[src/rtl/core/nrmc_pkg.sv]
// ----------------------------------------------------------------------------
// NMEA RMC parser package
// Shared types, character codes and small decode functions.
// ----------------------------------------------------------------------------
package nrmc_pkg;

  // Parser phases
  typedef enum logic [2:0] {
    PH_IDLE,
    PH_HEADER,
    PH_BODY,
    PH_SUM1,
    PH_SUM2
  } phase_t;

  // Character codes
  localparam logic [7:0] CH_DOLLAR = 8'h24;  // '$'
  localparam logic [7:0] CH_STAR   = 8'h2A;  // '*'
  localparam logic [7:0] CH_COMMA  = 8'h2C;  // ','
  localparam logic [7:0] CH_G      = 8'h47;
  localparam logic [7:0] CH_N      = 8'h4E;
  localparam logic [7:0] CH_R      = 8'h52;
  localparam logic [7:0] CH_M      = 8'h4D;
  localparam logic [7:0] CH_C      = 8'h43;

  localparam logic [3:0] NOT_DIGIT   = 4'd15;
  localparam logic [2:0] HDR_LEN     = 3'd5;
  localparam logic [2:0] CAPTURE_LEN = 3'd6;
  localparam logic [2:0] POS_MAX     = 3'd7;
  localparam logic [3:0] FIELD_MAX   = 4'd15;
  localparam logic [3:0] FIELD_TIME  = 4'd1;
  localparam logic [3:0] FIELD_DATE  = 4'd9;

  // Six held values: hour, minute, second, day, month, year
  typedef logic [5:0][6:0] td_vec_t;

  // Digit store control from the parser
  typedef struct packed {
    logic       start;    // clear captured digits
    logic       wr_time;  // write time digit
    logic       wr_date;  // write date digit
    logic [2:0] pos;      // digit position 0..5
    logic [3:0] digit;    // digit value or NOT_DIGIT
    logic       commit;   // checksum matched, update held values
  } store_ctrl_t;

  // Expected header character at a position
  function automatic logic [7:0] hdr_char(input logic [2:0] pos);
    logic [7:0] c;
    unique case (pos)
      3'd0:    c = CH_G;
      3'd1:    c = CH_N;
      3'd2:    c = CH_R;
      3'd3:    c = CH_M;
      3'd4:    c = CH_C;
      default: c = CH_DOLLAR;  // never matches inside a header
    endcase
    return c;
  endfunction

  // Decimal digit or NOT_DIGIT
  function automatic logic [3:0] dec_digit(input logic [7:0] c);
    logic [3:0] d;
    if (c >= 8'h30 && c <= 8'h39) d = c[3:0];
    else d = NOT_DIGIT;
    return d;
  endfunction

  // Hex digit; bit 4 set marks a non-hex character
  function automatic logic [4:0] hex_value(input logic [7:0] c);
    logic [4:0] v;
    if (c >= 8'h30 && c <= 8'h39) v = {1'b0, c[3:0]};
    else if ((c >= 8'h61 && c <= 8'h66) || (c >= 8'h41 && c <= 8'h46))
      v = {1'b0, c[3:0] + 4'd9};
    else v = 5'h10;
    return v;
  endfunction

  // Two-digit decimal pair, strtol style
  function automatic logic [6:0] dec_pair(input logic [3:0] a, input logic [3:0] b);
    logic [6:0] v;
    if (a > 4'd9) v = 7'd0;
    else if (b > 4'd9) v = {3'b000, a};
    else v = {a, 3'b000} - {3'b000, a} + {3'b000, a} + {2'b00, a, 1'b0}
             + {3'b000, b};
    return v;
  endfunction

endpackage

[src/rtl/core/nrmc_td_store.sv]
// ----------------------------------------------------------------------------
// NMEA RMC time/date digit store
// Captures hhmmss and ddmmyy digits and holds the last valid time and date.
// ----------------------------------------------------------------------------
module nrmc_td_store
  import nrmc_pkg::*;
(
  input  logic        clk,
  input  logic        rst,
  input  logic        en,
  input  store_ctrl_t ctrl,
  output td_vec_t     held_next
);

  logic [3:0] time_dig [6];
  logic [3:0] date_dig [6];
  td_vec_t    held;
  td_vec_t    decoded;

  // Pair decode of the captured digits
  always_comb begin
    decoded[0] = dec_pair(time_dig[0], time_dig[1]);
    decoded[1] = dec_pair(time_dig[2], time_dig[3]);
    decoded[2] = dec_pair(time_dig[4], time_dig[5]);
    decoded[3] = dec_pair(date_dig[0], date_dig[1]);
    decoded[4] = dec_pair(date_dig[2], date_dig[3]);
    decoded[5] = dec_pair(date_dig[4], date_dig[5]);
    held_next  = (en && ctrl.commit) ? decoded : held;
  end

  // Digit capture and held values
  always_ff @(posedge clk) begin
    if (rst) begin
      for (int i = 0; i < 6; i++) begin
        time_dig[i] <= NOT_DIGIT;
        date_dig[i] <= NOT_DIGIT;
      end
      held <= '0;
    end else if (en) begin
      if (ctrl.start) begin
        for (int i = 0; i < 6; i++) begin
          time_dig[i] <= NOT_DIGIT;
          date_dig[i] <= NOT_DIGIT;
        end
      end else if (ctrl.wr_time) begin
        time_dig[ctrl.pos] <= ctrl.digit;
      end else if (ctrl.wr_date) begin
        date_dig[ctrl.pos] <= ctrl.digit;
      end
      held <= held_next;
    end
  end

endmodule

[src/rtl/core/nmea_rmc_time_date_parser.sv]
// ----------------------------------------------------------------------------
// NMEA RMC time/date parser
// Watches a byte stream for $GNRMC sentences, checks the XOR checksum and
// keeps the time and date of the last sentence whose checksum matched.
// ----------------------------------------------------------------------------
// An accepted byte is held in the input register; its result is registered
// on the output port when that byte advances through the parse state.
// Throughput: one byte per cycle; the input register and the parse state
// update in a single pass, and a stalled result blocks only bytes that end
// a sentence. Reset clears the parse state to idle and the held time and
// date to zero; no result is pending after reset.
module nmea_rmc_time_date_parser
  import nrmc_pkg::*;
(
  input  logic       clk,
  input  logic       rst,
  // byte channel
  input  logic       in_valid,
  output logic       in_stall,
  input  logic [7:0] rx_byte,
  input  logic       buffer_end,
  // result channel
  output logic       out_valid,
  input  logic       out_stall,
  output logic       checksum_ok,
  output logic [7:0] computed_sum,
  output logic [7:0] received_sum,
  output logic [6:0] hours,
  output logic [6:0] minutes,
  output logic [6:0] seconds,
  output logic [6:0] day_of_month,
  output logic [6:0] month_number,
  output logic [6:0] year_two_digit
);

  // Input register
  logic       in_v;
  logic [7:0] in_byte;
  logic       in_last;

  // Parse state
  phase_t     phase, phase_next;
  logic [2:0] hdr_pos, hdr_pos_next;
  logic [7:0] run_xor, run_xor_next;
  logic [3:0] field_num, field_num_next;
  logic [2:0] char_pos, char_pos_next;
  logic [4:0] sum_hi, sum_hi_next;

  // Per-byte decode
  logic        emit;
  logic        advance;
  logic [4:0]  sum_lo;
  logic [7:0]  rx_sum;
  store_ctrl_t ctrl;
  td_vec_t     held_next;

  assign advance  = in_v && (!emit || !out_valid || !out_stall);
  assign in_stall = in_v && !advance;

  // Input register load
  always_ff @(posedge clk) begin
    if (rst) begin
      in_v <= 1'b0;
    end else if (!in_stall) begin
      in_v <= in_valid;
    end
    if (in_valid && !in_stall) begin
      in_byte <= rx_byte;
      in_last <= buffer_end;
    end
  end

  // Next-state logic
  always_comb begin
    phase_next     = phase;
    hdr_pos_next   = hdr_pos;
    run_xor_next   = run_xor;
    field_num_next = field_num;
    char_pos_next  = char_pos;
    sum_hi_next    = sum_hi;
    if (in_byte == CH_DOLLAR) begin
      phase_next     = PH_HEADER;
      hdr_pos_next   = '0;
      run_xor_next   = '0;
      field_num_next = '0;
      char_pos_next  = '0;
      sum_hi_next    = '0;
    end else begin
      unique case (phase)
        PH_HEADER: begin
          if (hdr_pos < HDR_LEN && in_byte == hdr_char(hdr_pos)) begin
            run_xor_next = run_xor ^ in_byte;
            hdr_pos_next = hdr_pos + 3'd1;
            if (hdr_pos == HDR_LEN - 3'd1) phase_next = PH_BODY;
          end else begin
            phase_next     = PH_IDLE;
            hdr_pos_next   = '0;
            field_num_next = '0;
            char_pos_next  = '0;
          end
        end
        PH_BODY: begin
          if (in_byte == CH_STAR) begin
            phase_next = PH_SUM1;
          end else begin
            run_xor_next = run_xor ^ in_byte;
            if (in_byte == CH_COMMA) begin
              if (field_num != FIELD_MAX) field_num_next = field_num + 4'd1;
              char_pos_next = '0;
            end else if (char_pos != POS_MAX) begin
              char_pos_next = char_pos + 3'd1;
            end
          end
        end
        PH_SUM1: begin
          sum_hi_next = hex_value(in_byte);
          phase_next  = PH_SUM2;
        end
        default: begin
          // idle, end of checksum and unused codes
          phase_next     = PH_IDLE;
          hdr_pos_next   = '0;
          field_num_next = '0;
          char_pos_next  = '0;
        end
      endcase
    end
    // partial sentence dropped at end of buffer
    if (in_last && phase_next != PH_IDLE) begin
      phase_next     = PH_IDLE;
      hdr_pos_next   = '0;
      field_num_next = '0;
      char_pos_next  = '0;
    end
  end

  // Output logic: result, digit capture, checksum
  always_comb begin
    sum_lo = hex_value(in_byte);
    priority if (sum_hi[4]) rx_sum = '0;
    else if (sum_lo[4])     rx_sum = {4'h0, sum_hi[3:0]};
    else                    rx_sum = {sum_hi[3:0], sum_lo[3:0]};

    emit         = (in_byte != CH_DOLLAR) && (phase == PH_SUM2);
    ctrl.start   = (in_byte == CH_DOLLAR);
    ctrl.pos     = char_pos;
    ctrl.digit   = dec_digit(in_byte);
    ctrl.wr_time = 1'b0;
    ctrl.wr_date = 1'b0;
    if (!ctrl.start && phase == PH_BODY && in_byte != CH_STAR
        && in_byte != CH_COMMA && char_pos < CAPTURE_LEN) begin
      ctrl.wr_time = (field_num == FIELD_TIME);
      ctrl.wr_date = (field_num == FIELD_DATE);
    end
    ctrl.commit = emit && (rx_sum == run_xor);
  end

  // Parse state registers
  always_ff @(posedge clk) begin
    if (rst) begin
      phase     <= PH_IDLE;
      hdr_pos   <= '0;
      run_xor   <= '0;
      field_num <= '0;
      char_pos  <= '0;
      sum_hi    <= '0;
    end else if (advance) begin
      phase     <= phase_next;
      hdr_pos   <= hdr_pos_next;
      run_xor   <= run_xor_next;
      field_num <= field_num_next;
      char_pos  <= char_pos_next;
      sum_hi    <= sum_hi_next;
    end
  end

  nrmc_td_store u_store (
    .clk       (clk),
    .rst       (rst),
    .en        (advance),
    .ctrl      (ctrl),
    .held_next (held_next)
  );

  // Result register
  always_ff @(posedge clk) begin
    if (rst) begin
      out_valid <= 1'b0;
    end else if (advance && emit) begin
      out_valid <= 1'b1;
    end else if (!out_stall) begin
      out_valid <= 1'b0;
    end
    if (advance && emit) begin
      checksum_ok    <= ctrl.commit;
      computed_sum   <= run_xor;
      received_sum   <= rx_sum;
      hours          <= held_next[0];
      minutes        <= held_next[1];
      seconds        <= held_next[2];
      day_of_month   <= held_next[3];
      month_number   <= held_next[4];
      year_two_digit <= held_next[5];
    end
  end

`ifndef SYNTHESIS
  // A result transaction only comes from the second checksum character
  a_emit_phase: assert property (@(posedge clk) disable iff (rst)
    advance && emit |-> phase == PH_SUM2)
    else $error("result emitted outside checksum phase");

  // The reported flag agrees with the reported sums
  a_ok_match: assert property (@(posedge clk) disable iff (rst)
    out_valid |-> checksum_ok == (computed_sum == received_sum))
    else $error("checksum flag disagrees with sums");

  // Header position stays inside the header text
  a_hdr_range: assert property (@(posedge clk) disable iff (rst)
    phase == PH_HEADER |-> hdr_pos < HDR_LEN)
    else $error("header position out of range");

  // A held byte is kept until it is processed
  a_in_hold: assert property (@(posedge clk) disable iff (rst)
    in_v && !advance |=> in_v && $stable(in_byte))
    else $error("buffered byte lost");

  // Parser is idle after reset
  a_rst_idle: assert property (@(posedge clk)
    rst |=> phase == PH_IDLE && !out_valid && !in_v)
    else $error("parser not idle after reset");
`endif

endmodule

[config.mk]
export PLATFORM = sky130hd
export DESIGN_NAME = nmea_rmc_time_date_parser
export DESIGN_NICKNAME = d
export VERILOG_FILES = /design/src/rtl/core/nrmc_pkg.sv /design/src/rtl/core/nrmc_td_store.sv /design/src/rtl/core/nmea_rmc_time_date_parser.sv
export SDC_FILE = /design/constraint.sdc
export NUM_CORES = 1
export LEC_CHECK = 0
export BUFFER_PORTS_ARGS = -buffer_cell sky130_fd_sc_hd__buf_2
export CAP_MARGIN = 20
export CORE_ASPECT_RATIO = 1.75
export CORE_MARGIN = 5
export CORE_UTILIZATION = 40
export DETAILED_ROUTE_END_ITERATION = 16
export GPL_TIMING_DRIVEN = 0
export SYNTH_ARGS = -nofsm -noshare
export SYNTH_HDL_FRONTEND = slang
export SYNTH_HIERARCHICAL = 1
export SYNTH_SLANG_ARGS = --single-unit
[constraint.sdc]
create_clock -name clk -period 10.1 [get_ports clk]
set_input_delay 1.01 -clock clk [delete_from_list [all_inputs] [get_ports clk]]
set_output_delay 1.01 -clock clk [all_outputs]
set_load 0.02 [all_outputs]
==> flow_summary.json, run 1 <==
{
  "status": "complete, no violations",
  "routedWlPerCell_um": 17.3,
  "worstPathCellList": "inv_1, ha_1, or3b_2, a31oi_2, o311a_1, a41oi_1, a211o_1, nor4b_2, nand2_2, clkbuf_1, clkbuf_1, nand2_1, o21ai_0, nor2b_1",
  "holdPathStages": 0,
  "r2r-start": "in_byte[0]",
  "die_y_um": 228,
  "netlist_instances": 963,
  "die-width_um": 134,
  "critPathMaxStageDelay_ps": 530,
  "synth_enable_flop_cells": 116,
  "initial_core_util": 0.406,
  "end_kind": "flip-flop",
  "synth_seq_area_share": 0.451,
  "cts_tree": "yes",
  "drive_above_1_share": 0.140,
  "hpwl_um": 18900,
  "grt_pass1_vias": 7623,
  "required_ps": 10400,
  "clk-insertion-delay-late_ps": 450,
  "synth_top_cell_by_area": "edfxtp_1",
  "cts_sinks": 186,
  "crit_family": "simple AND/OR/NAND/NOR gates",
  "grt_pass1_wl_um": 39000,
  "row_count": 79,
  "startpoint_type": "flip-flop",
  "gp_congestion": 0.881,
  "max_slew.worst_pin.slew_ps": 958,
  "max-vdd-ir-drop_uv": 123,
  "syn_nets": 1115,
  "clk_pin_slew_ps": 70,
  "drcViolationCount": 0,
  "reg2reg_depth": 14,
  "final.period_utilization": 0.474,
  "period_needed_ps": 4780,
  "cpMaxStageDelayCell": "nor4b_2",
  "cts_buffer_depth": 2,
  "yosysMostFrequentCell": "edfxtp_1",
  "synth_flop_cell": "edfxtp_1",
  "postCtsResizedCells": 0,
  "htree_levels": 4,
  "num_vias": 7536,
  "power.density_nw_per_um2": 139,
  "fmax_mhz": 209,
  "yosysTopAreaCellShare": 0.322,
  "synth.distinct_cells": 77,
  "min_to": "computed_sum[4]",
  "cp_max_fo": 10,
  "wl_um": 24100,
  "ff_latch_area_um2": 4880,
  "multi_input_area_um2": 5610,
  "firstDrtPassIters": 4,
  "antenna_found_initial": 0,
  "hold_viol": 0,
  "layout_setup_ws_ps": 5320,
  "maxCapViolations": 0,
  "boundaryPins": 74,
  "crit_buf_inv": 3,
  "grt_max_degree": 31,
  "num_antenna_cells": 0,
  "ys_top_cells_by_count": "edfxtp_1, nand2_1, ha_1",
  "synth_area_um2": 10800,
  "yosys_warnings": 6,
  "area_growth_pct": 12.9,
  "cts_buffers": 17,
  "cts_setup_buffers": 0,
  "hp-start": "run_xor[4]",
  "io_buffers": 73,
  "drv_slew": 0,
  "drt-initial-drc-count": 319,
  "synth.avg_cell_area_um2": 11.2,
  "layout.nets": 1208,
  "cts_hold_buf": 0,
  "via_per_inst": 5.41,
  "synth_area_leaders": "edfxtp_1, dfxtp_1, ha_1",
  "slew_headroom": 0.360,
  "n_fill_cell": 2519,
  "rsz0062_at_grt": "no",
  "crit-reg2reg-capture": "u_store/held[32]",
  "worstSetupPathType": "reg2reg",
  "setup_viol": 0,
  "path_common_cell": "clkbuf_1",
  "skew_ps": 7.65,
  "grt_usage": 0.164,
  "worstHoldPathType": "reg2reg",
  "cts_root_buffer": "clkbuf_16",
  "fin_setup_tns_ps": 0,
  "r2r_setup_slack_ps": 5320,
  "power.total_mw": 1.69,
  "power.leakage_nw": 4.58,
  "cp.arrival_ps": 5080,
  "pre_cts_ws_ps": 5300,
  "ant_nets": 0,
  "core_area_um2": 26700,
  "dieArea_um2": 30600,
  "grt_overflow": 0,
  "synth-seq-cells": 186,
  "synthArstFlopShare": 0
}
## power by group
part | switching [mW] | leakage (nW) | internal (mW)
registers | 0.0135 | 1.48 | 0.810
clock network | 0.320 | 0.290 | 0.354
logic | 0.111 | 2.81 | 0.0864
total | 0.445 | 4.58 | 1.25
## state kept, by name (all words and copies together) (netlist names), 4 cells and up
name / flops
computed_sum: 8
day_of_month: 7
field_num: 4
hours: 7
in_byte: 8
minutes: 7
month_number: 7
received_sum: 8
run_xor: 8
seconds: 7
sum_hi: 5
u_store/date_dig: 24
u_store/held: 42
u_store/time_dig: 24
year_two_digit: 7
## final cells by class
cell class / count / share of cell area
well taps: 324 / 0.0332
multi-input cells: 688 / 0.459
flip-flops and latches: 186 / 0.400
plain buffers: 22 / 0.00758
repair buffers: 74 / 0.0315
clock buffers: 17 / 0.0348
inverters: 67 / 0.0206
clock inverters: 15 / 0.0138
## stage by stage
stage | util | hold slack [ps] | cells | instance area (um2)
after global placement | 0.435 | 456 | 1360 | 11600
after global routing | 0.458 | 484 | 1393 | 12200
final | 0.458 | 464 | 1393 | 12200
after detailed placement | 0.436 | 448 | 1361 | 11600
after floorplan | - | 430 | 963 | 10800
after CTS | 0.458 | 465 | 1393 | 12200
## metal layers
layer  share of wire  GRT usage
met4           0.043     0.0809
met1            0.36      0.164
met3           0.033     0.0377
met5               0          0
met2            0.56      0.316
## kinds of logic after synthesis
logic type,Yosys count,synth area share
and+or+nand+nor,323,0.158
DFF,186,0.451
AOI/OAI and AO/OA,176,0.113
adders and majority gates,139,0.194
buffers and inverters,89,0.0318
muxes,30,0.0278
xor gates and xnor gates,20,0.0238
## how the worst max path moves through the flow
stage               startpoint  cells after the start                to
CTS                 in_byte[0]                     14  u_store/held[32]
finish              in_byte[0]                     14  u_store/held[32]
global route        in_byte[0]                     14  u_store/held[32]
floorplan           in_byte[4]                      5       checksum_ok
detailed placement  in_byte[0]                     14  u_store/held[32]
global placement    in_byte[0]                      7          hours[2]
## cells in the final DEF, fill, tap and decap left out, drive strengths merged, types with 15 or more instances in the layout
master and n:
and3 15, o21ai 55, dfxtp 70, buf 77
mux2i 29, nand2 115, a21oi 40, edfxtp 116
inv 76, fa 48, nor2b 47, nand3 24
nor2 39, ha 91, clkbuf 36
No activity file was read; power rests on OpenSTA's default activity.
==> inputs of run 2 (changes only) <==
==> constraint.sdc (replaced) <==
create_clock -name clk -period 4.7 [get_ports clk]
set_input_delay 0.47 -clock clk [delete_from_list [all_inputs] [get_ports clk]]
set_output_delay 0.47 -clock clk [all_outputs]
set_load 0.02 [all_outputs]
==> flow_summary.json, run 2 (synthesized netlist as in run 1, its figures left out) <==
{
  "num_antenna_cells": 0,
  "io_buffers": 73,
  "cts_buffer_depth": 2,
  "drt-initial-drc-count": 305,
  "grt_pass1_vias": 7630,
  "crit-reg2reg-capture": "u_store/held[5]",
  "status": "complete, no violations",
  "htree_levels": 4,
  "antenna_found_initial": 0,
  "required_ps": 5060,
  "boundaryPins": 74,
  "fmax_mhz": 230,
  "final_util": 0.459,
  "ant_nets": 0,
  "min_to": "in_byte[6]",
  "die_y_um": 228,
  "slew_headroom": 0.362,
  "initial_core_util": 0.406,
  "num_vias": 7514,
  "fin_hold_ws_ps": 194,
  "max-vdd-ir-drop_uv": 267,
  "r2r_setup_slack_ps": 350,
  "rsz0062_at_grt": "no",
  "maxCapViolations": 0,
  "setup_viol": 0,
  "worstSetupPathType": "reg2reg",
  "via_per_inst": 5.39,
  "layout.nets": 1208,
  "routedWlPerCell_um": 17.3,
  "grt_usage": 0.164,
  "power.leakage_nw": 4.60,
  "most-common-layout-cells": "edfxtp_1, nand2_1, ha_1",
  "skew_ps": 6.78,
  "dpl-instance-area_um2": 11600,
  "power.total_mw": 3.64,
  "firstDrtPassIters": 6,
  "final.period_utilization": 0.925,
  "hold_viol": 0,
  "cts_sinks": 186,
  "cts_buffers": 17,
  "drcViolationCount": 0,
  "holdPathStages": 1,
  "cpMaxStageDelayCell": "or3b_2",
  "row_count": 79,
  "grt_pass1_wl_um": 38900,
  "period_needed_ps": 4350,
  "reg2reg_depth": 13,
  "largestRegisters": "u_store/held: 42 flops, u_store/date_dig: 24 flops, u_store/time_dig: 24 flops",
  "fin_setup_tns_ps": 0,
  "r2r-start": "in_byte[0]",
  "core_area_um2": 26700,
  "cp_max_fo": 10,
  "die-width_um": 134,
  "cts_hold_buf": 0,
  "regMostFlops": "u_store/held",
  "drv_slew": 0,
  "hpwl_um": 18900,
  "worstHoldPathType": "in2reg",
  "critPathMaxStageDelay_ps": 530,
  "wl_um": 24100,
  "cp.arrival_ps": 4710,
  "drive_above_1_share": 0.145,
  "final_common_cell": "edfxtp_1",
  "area_growth_pct": 13.1,
  "grt_max_degree": 31,
  "clk_pin_slew_ps": 70,
  "design_area_um2": 12200,
  "largest_reg_flops": 42,
  "worstPathCellList": "inv_1, ha_1, or3b_2, a31o_2, a211oi_2, xnor2_1, o21ai_0, nor4b_4, nand2_2, clkbuf_1, a221oi_1, nand4_1, a31oi_1",
  "clk-insertion-delay-late_ps": 450,
  "hp-start": "rx_byte[6]",
  "startpoint_type": "flip-flop",
  "power.density_nw_per_um2": 297,
  "grt_overflow": 0,
  "cts_root_buffer": "clkbuf_16",
  "cts_tree": "yes",
  "dieArea_um2": 30600,
  "end_kind": "flip-flop",
  "max_slew.worst_pin.slew_ps": 955,
  "gp_congestion": 0.881
}
-- run 2: critical path: cells and delay by family (launching register included) --
kind	cells	cell delay (ps)
flip-flops	1	510
AO/OA/AOI/OAI	5	1460
adder cells (fa/ha/maj)	1	200
XOR/XNOR	1	160
buffers and inverters	2	580
AND/OR/NAND/NOR	4	1350
-- run 2: worst max path at each step --
stage                     startpoint               end  slack, ps  cells after the start
after floorplan           in_byte[4]       checksum_ok        260                      5
after global placement    in_byte[0]          hours[3]      -1350                      7
after detailed placement  in_byte[0]  u_store/held[32]       -100                     14
after CTS                 in_byte[0]  u_store/held[37]         20                     14
after global routing      in_byte[0]  u_store/held[36]         90                     14
final                     in_byte[0]   u_store/held[5]        350                     13
-- run 2: power breakdown --
part,total (mW),internal (mW),switching [mW],leakage (nW)
clock,1.45,0.760,0.686,0.290
sequential,1.77,1.74,0.0290,1.48
combinational,0.426,0.186,0.239,2.83
total,3.64,2.69,0.955,4.60
-- run 2: timing repair --
| action | 4_1_cts | 5_1_grt |
|---|---|---|
| cloned | 0 | 0 |
| resized for setup | 4 | 5 |
| endpoints found under the setup margin | 51 | 84 |
| setup buffers | 0 | 0 |
-- run 2: per-layer routing --
| layer | track usage | up-vias | wire length, um |
|---|---|---|---|
| met4 | 0.0819 | 0 | 1040 |
| met2 | 0.316 | 142 | 13500 |
| met5 | 0 | - | 0 |
| met3 | 0.0379 | 53 | 849 |
| li1 | - | 3667 | - |
| met1 | 0.163 | 3652 | 8660 |
-- run 2: area by class of cell --
cell class | instances | area (um2)
inverters | 67 | 251
clock buffers | 17 | 425
flip-flops and latches | 186 | 4880
multi-input cells | 688 | 5630
well taps | 324 | 405
fillers | 2516 | 14400
plain buffers | 22 | 97.6
repair buffers | 74 | 385
clock inverters | 15 | 169
-- run 2: per-stage QoR --
| stage | std cells | setup WS (ps) |
|---|---|---|
| CTS | 1393 | 21.8 |
| floorplan | 963 | 258 |
| global placement | 1360 | -1350 |
| finish | 1393 | 354 |
| detailed placement | 1361 | -101 |
| global route | 1393 | 89.2 |
